`src/design/jst_pkg.sv`:
```
// Shared types and constants for the job slot table.
package jst_pkg;

  localparam int DEF_SLOTS = 256;

  localparam int OP_W    = 2;
  localparam int KEY_W   = 22;
  localparam int NUM_W   = 16;
  localparam int SLOT_W  = 8;
  localparam int COUNT_W = 9;

  typedef enum logic [OP_W-1:0] {
    OP_ADD      = 2'd0,
    OP_FIND_NUM = 2'd1,
    OP_FIND_KEY = 2'd2,
    OP_REMOVE   = 2'd3
  } op_t;

  typedef struct packed {
    logic [KEY_W-1:0] key;
    logic [NUM_W-1:0] num;
    logic             bg;
  } entry_t;

  typedef struct packed {
    logic load;
    logic scan;
    logic commit;
  } cmd_t;

  typedef struct packed {
    logic bad_key;
    logic found;
    logic exhausted;
  } status_t;

endpackage

```
`src/design/jst_ctrl.sv`:
```
// Slot table sequencer: accept, scan unless bad_key, commit into result register.
module jst_ctrl (
  input  logic              clk,
  input  logic              rst_n,
  input  logic              in_valid,
  output logic              in_ready,
  output logic              out_valid,
  input  logic              out_ready,
  input  jst_pkg::status_t  st,
  output jst_pkg::cmd_t     cmd
);

  typedef enum logic [2:0] {
    ST_IDLE = 3'b001,
    ST_SCAN = 3'b010,
    ST_FIN  = 3'b100
  } state_t;

  state_t state_r, state_nxt;
  logic   out_valid_r, out_valid_nxt;
  logic   out_free;

  assign out_free  = !out_valid_r || out_ready;
  assign in_ready  = (state_r == ST_IDLE);
  assign out_valid = out_valid_r;

  always_comb begin
    state_nxt = state_r;
    cmd       = '0;
    unique case (state_r)
      ST_IDLE: begin
        if (in_valid) begin
          cmd.load  = 1'b1;
          state_nxt = st.bad_key ? ST_FIN : ST_SCAN;
        end
      end
      ST_SCAN: begin
        cmd.scan = 1'b1;
        if (st.found || st.exhausted) begin
          state_nxt = ST_FIN;
        end
      end
      ST_FIN: begin
        if (out_free) begin
          cmd.commit = 1'b1;
          state_nxt  = ST_IDLE;
        end
      end
      default: state_nxt = ST_IDLE;
    endcase
  end

  always_comb begin
    if (cmd.commit) begin
      out_valid_nxt = 1'b1;
    end else if (out_ready) begin
      out_valid_nxt = 1'b0;
    end else begin
      out_valid_nxt = out_valid_r;
    end
  end

  always_ff @(posedge clk) begin
    if (!rst_n) begin
      state_r     <= ST_IDLE;
      out_valid_r <= 1'b0;
    end else begin
      state_r     <= state_nxt;
      out_valid_r <= out_valid_nxt;
    end
  end

endmodule

```
`config.mk`:
```
export PLATFORM = sky130hd
export DESIGN_NAME = jst_ctrl
export DESIGN_NICKNAME = d
export VERILOG_FILES = /design/src/design/jst_pkg.sv /design/src/design/jst_ctrl.sv
export SDC_FILE = /design/constraint.sdc
export NUM_CORES = 1
export LEC_CHECK = 0
export BUFFER_PORTS_ARGS = -buffer_cell sky130_fd_sc_hd__buf_4
export CORE_AREA = 2 2 39 41
export CTS_CLUSTER_SIZE = 28
export DETAILED_ROUTE_END_ITERATION = 10
export DIE_AREA = 0 0 41 43
export HOLD_SLACK_MARGIN = 0.02
export PLACE_DENSITY = 0.36
export SKIP_LAST_GASP = 1
export SYNTH_ARGS = -nofsm -noshare
export SYNTH_HDL_FRONTEND = slang
export SYNTH_SLANG_ARGS = --single-unit
```
`constraint.sdc`:
```
create_clock -name clk -period 2.5 [get_ports clk]
set_clock_uncertainty 0.2 [all_clocks]
set_input_delay 0.5 -clock clk [delete_from_list [all_inputs] [get_ports clk]]
set_output_delay 0.5 -clock clk [all_outputs]
set_load 0.01 [all_outputs]
```
### Word-level counts from Yosys, hierarchy flattened

Cells that the tools add are included.

* eq/ne operators: 6
* muxes and demuxes: 12
* reductions and logical operators: 5

Operators with widths (count)
* $mux 3: 4
* $pmux 3 s3: 1
* $mux 1: 7
* $ne 2x2->1 const B: 3
* $eq 3x1->1 const B: 1
* $eq 3x2->1 const B: 1
* $eq 3x3->1 const B: 1
* $reduce_and 3->1: 1
* $logic_or 1x1->1: 2
* $reduce_bool 2->1: 1
* $logic_not 1->1: 1

* flip-flop bits (word level): 4
* input bits: 7
* output and inout port bits: 5

### Longest topological paths before layout

Gate-level depths: netlist of run 1.

* word-level depth: 5
* depth in mapped cells: 3
* mapped depth without buffers: 3

### Worst setup path before layout of run 1

No wires, ideal clock.

* path kind: flip-flop to output port
* start point: reg state_r[0]
* end point: out cmd[2] (netlist bit)
* data arrival time: 0.929 ns
* required time: 1.800 ns
* slack: 0.871 ns
* cell stages (with the launch flop): 3
* path buffers: 0
* cell sequence: dfxtp_1 nor3b_2 and2_1

RTL lines
* start, declared: line jst_ctrl.sv:19 `state_t state_r, state_nxt;`
* start signal, assigned: line jst_ctrl.sv:68 `state_r <= state_nxt;`
* end, declared: line jst_ctrl.sv:10 `output jst_pkg::cmd_t cmd`

==> results of run 1 <==
area by class of cell:
type / count / share of cell area
timing repair buffer: 11 / 0.243
multi-input combinational: 19 / 0.375
sequential: 4 / 0.235
inverter: 2 / 0.0221
tap: 16 / 0.0588
clock buffer: 3 / 0.0662
kinds of logic (layout without fill, tap and decap cells):
group | count (synthesis) | in the layout | synth area share
buffers and inverters | 3 | 16 | 0.0674
AND/OR/NAND/NOR | 13 | 13 | 0.388
AO/OA/AOI/OAI | 6 | 6 | 0.185
flip-flops | 4 | 4 | 0.360
final timing paths:
path,from,slack (ns),endpoint,cells past startpoint
max,state_r[2]$_SDFFE_PN0P_,0.54,cmd[0],3
min,state_r[2]$_SDFFE_PN0P_,0.30,state_r[1]$_SDFFE_PN0P_,1
max reg2reg,state_r[2]$_SDFFE_PN0P_,1.16,state_r[0]$_SDFFE_PN1P_,3
min reg2reg,state_r[2]$_SDFFE_PN0P_,0.30,state_r[1]$_SDFFE_PN0P_,1
cells in the final DEF (no fill, tap or decap):
cell / Yosys / routed
and2_1: 1 / 1
nor3b_1: 1 / 1
inv_1: 2 / 2
clkbuf_4: 0 / 3
a21o_1: 1 / 1
a21oi_2: 1 / 1
nor3_1: 2 / 2
nand2_1: 1 / 1
nor2b_1: 2 / 2
nor4bb_1: 1 / 1
dfxtp_1: 4 / 4
a221o_1: 1 / 1
a21oi_1: 3 / 3
nor2_1: 3 / 3
nor3b_2: 2 / 2
buf_4: 1 / 11
state kept, by name (all words and copies together), names as in the netlist:
signal     cells
state_r        3
out_valid      1
worst max-delay path, cell delays in order, from the launching register on:
cell     delay [ns]
dfxtp_1        0.38
nor3b_1        0.34
nor2b_1        0.18
buf_4          0.13
where the power goes:
group	switching, µW	internal, µW	total, µW	leakage [µW]
Clock	24.5	53.6	78.1	0.0000138
Combinational	15.3	21.1	36.4	0.000104
Sequential	3.95	67.7	71.6	0.0000327
Total	43.8	142	186	0.000150
synth_stat cells, drive strengths merged:
cell	number
a21o	1
a21oi	4
a221o	1
and2	1
buf	1
dfxtp	4
inv	2
nand2	1
nor2	3
nor2b	2
nor3	2
nor3b	3
nor4bb	1
through the flow:
stage | setup WS, ns | hold WS (ns)
2_1_floorplan | 0.871 | 0.276
3_3_place_gp | 0.807 | 0.304
3_5_place_dp | 0.781 | 0.307
4_1_cts | 0.522 | 0.311
5_1_grt | 0.409 | 0.343
6_report | 0.542 | 0.301
per-layer routing:
layer	share of wire	global-route usage
met1	0.45	0.0833
met2	0.41	0.0906
met3	0.14	0.0576
met4	0	0.0800
met5	0	0
==> run summary, run 1 <==
Status - completed
Maximum VDD drop - 0.165 mV
Critical path class - reg2out
PortBufs - 11
CP required - 1.80 ns
Site Rows - 14
Power Total - 186 µW
I/O Pins - 12
Total gr overflow - 0
Area of the die - 0.00176 mm²
Mapped cell area - 223 µm²
Share of post-route cells with drive strength above 1 - 0.436
Remaining antenna violation count - 0
Nature of the critical path startpoint - flip-flop
Width of the die - 41 µm
Highest clock rate - 511 MHz
CP endpoint kind - output port
Final core utilization - 0.246
Initial antenna violation count - 0
Final nets - 48
CTS Buf Count - 3
Unrepaired setup endpoints after global routing - no
Gr usage total - 0.0782
Setup tns final - 0 ns
WL/cell - 9.44 µm
Flops & latches, synth - 4
Maxcap violations - 0
Area leader, netlist - dfxtp_1
Post-synthesis sequential area ratio - 0.360
Final hold vios - 0
Post-CTS setup buffers - 0
Clock Latency Late Sink - 0.23 ns
Critical-path maximum fanout - 4
Post-Syn Instances - 26
Synth warnings - 0
Cell Pwr Density - 547 mW/mm²
Slew Limit Fails - 0
Clock Path Buffers - 2
Synth area leaders - dfxtp_1 (36%), nor3b_2 (11%), a21oi_1 (6.7%)
CTS tree - built
Synth Area per Inst - 8.57 µm²
Finished Cell Area - 340 µm²
Total core area - 0.00138 mm²
# setup viols final - 0
Vias per cell - 4.00
Post-Place Cells - 52
Fin cells - 55
Vias in the first global route - 227
DP Area - 318 µm²
Final period util - 0.783
Cts hold-fix bufs - 0
Area grow syn2layout - 52.8%
Total iterations of the first detailed-routing run - 4
Slew @ Worst Pin - 0.337 ns
Die Span Y - 43 µm
Sink Count - 4
Critical Path AT - 1.26 ns
Final Critical Period - 1.96 ns
Initial core utilization - 0.161
Fillers - 167
Leakage - 0.000150 µW
Synth unique cells - 15
Worst min-delay path category - reg2reg
Routed Wire Length - 519 µm
CTS resizes - 0
First-pass GRT wire length - 848 µm
Clk slew on worst S/H paths - 0.03 ns
DR iter-0 viols - 8
Vias - 220
Area fraction of the dominant cell type after synthesis - 0.360
Drt drc - 0
Root Driver - clkbuf_4
Post-DP HPWL - 435 µm
Syn_nets - 33
Multi-input combinational cell area - 128 µm²
Inserted Diodes - 0
H-tree levels - 1
Register Area - 80.1 µm²
GP Congestion - 0.653
Largest net degree at the start of global routing - 6
Max-slew headroom - 0.775
No activity file was read; power rests on OpenSTA's default activity.
==> inputs of run 2 (changes only) <==
PLACE_DENSITY = 0.37   (was 0.36)
clock period = 1.79 ns   (was 2.5 ns; I/O delays follow)
==> run summary, run 2 (synthesis gave the netlist of run 1 again) <==
CTS tree - built
Maximum VDD drop - 0.375 mV
Final Critical Period - 1.77 ns
Clk slew on worst S/H paths - 0.04 ns
Reg2reg end - state_r[2]$_SDFFE_PN0P_
Drt drc - 0
PortBufs - 11
Root Driver - clkbuf_4
Final core utilization - 0.270
Vias per cell - 4.02
Sink Count - 4
I/O Pins - 12
First-pass GRT wire length - 807 µm
Total iterations of the first detailed-routing run - 2
Area of the die - 0.00176 mm²
Post-DP HPWL - 423 µm
Clock Path Buffers - 2
DP Area - 318 µm²
Initial antenna violation count - 0
RR Startpoint - state_r[1]$_SDFFE_PN0P_
Final hold vios - 0
Initial core utilization - 0.161
Finished Cell Area - 374 µm²
Maxcap violations - 0
Status - completed
Final WS setup - 0.0221 ns
Largest net degree at the start of global routing - 6
GP Congestion - 0.673
Critical Path Source - state_r[1]$_SDFFE_PN0P_
Number of flip-flops in the largest register - 3
Cell Pwr Density - 741 mW/mm²
Place WS - 0.235 ns
Slew Limit Fails - 0
# setup viols final - 0
Routed Wire Length - 549 µm
Vias in the first global route - 184
Critical Path AT - 1.21 ns
Unrepaired setup endpoints after global routing - yes
Clock Latency Late Sink - 0.23 ns
Inserted Diodes - 0
Hold endpoint - out_valid$_SDFFE_PN0P_
Setup tns final - 0 ns
Final nets - 50
Reg2reg setup slack - 0.38 ns
Highest clock rate - 566 MHz
Most common cell after layout, fill and taps aside - buf_4
Critical path class - reg2out
Gr usage total - 0.0742
Worst Hold Depth - 3
Width of the die - 41 µm
CP endpoint kind - output port
Post-Place Cells - 52
Vias - 229
CTS Buf Count - 3
Fillers - 158
Remaining antenna violation count - 0
Total gr overflow - 0
DR iter-0 viols - 1
Largest register by flop count - state_r
Cts hold-fix bufs - 0
Site Rows - 14
Worst min-delay path category - in2reg
H-tree levels - 1
Final period util - 0.988
WL/cell - 9.63 µm
Reg2Reg Depth - 4
Total core area - 0.00138 mm²
Fin cells - 57
Slew @ Worst Pin - 0.272 ns
Die Span Y - 43 µm
Min-delay src - rst_n
Area grow syn2layout - 68.0%
Share of post-route cells with drive strength above 1 - 0.512
Commonest non-fill, non-tap cells in the layout - buf_4 (13), a21oi_1 (3), nor2_1 (3), clkbuf_4 (3), dfxtp_1 (3)
Leakage - 0.000164 µW
Max-slew headroom - 0.818
Nature of the critical path startpoint - flip-flop
Critical-path maximum fanout - 5
CP required - 1.23 ns
run 2: area by class of cell:
class	count	area (µm²)	area share
Timing Repair Buffer	13	97.6	0.261
Inverter	2	7.51	0.0201
Tap cell	16	20.0	0.0535
Sequential cell	4	81.3	0.217
Multi-Input combinational cell	19	145	0.388
Clock buffer	3	22.5	0.0602
run 2: where the power goes:
part | internal, µW | switching (µW) | total (µW)
Sequential | 94.9 | 8.39 | 103
Combinational | 40.6 | 23.7 | 64.3
Clock | 74.8 | 34.7 | 110
Total | 210 | 66.7 | 277
run 2: worst max-delay path by stage:
| stage | to | slack (ns) | cells after the start |
|---|---|---|---|
| global placement | cmd[0] | 0.22 | 3 |
| detailed placement | cmd[0] | 0.24 | 3 |
| finish | cmd[1] | 0.02 | 2 |
| global route | cmd[0] | -0.05 | 3 |
| floorplan | cmd[2] | 0.30 | 2 |
| CTS | cmd[0] | -0.02 | 3 |
run 2: layer usage:
metal,share of wire,GRT usage
met2,0.45,0.0844
met5,0,0
met3,0.067,0.0785
met1,0.48,0.0929
met4,0,0.0200
run 2: critical path, stage by stage (launching register included):
cell and delay [ns]:
dfxtp_1 0.47, nor3b_2 0.33, buf_4 0.18
run 2: what timing repair did:
action	in CTS	in global routing
endpoints found under the setup margin	1	2
gates resized for setup	0	4
hold endpoints to repair	0	0
pin swaps	0	0
setup buffers	0	2
run 2: through the flow:
stage,power [µW],hold slack [ns]
finish,277,0.203
global route,298,0.218
CTS,268,0.205
detailed placement,153,0.305
global placement,153,0.311
floorplan,127,0.276
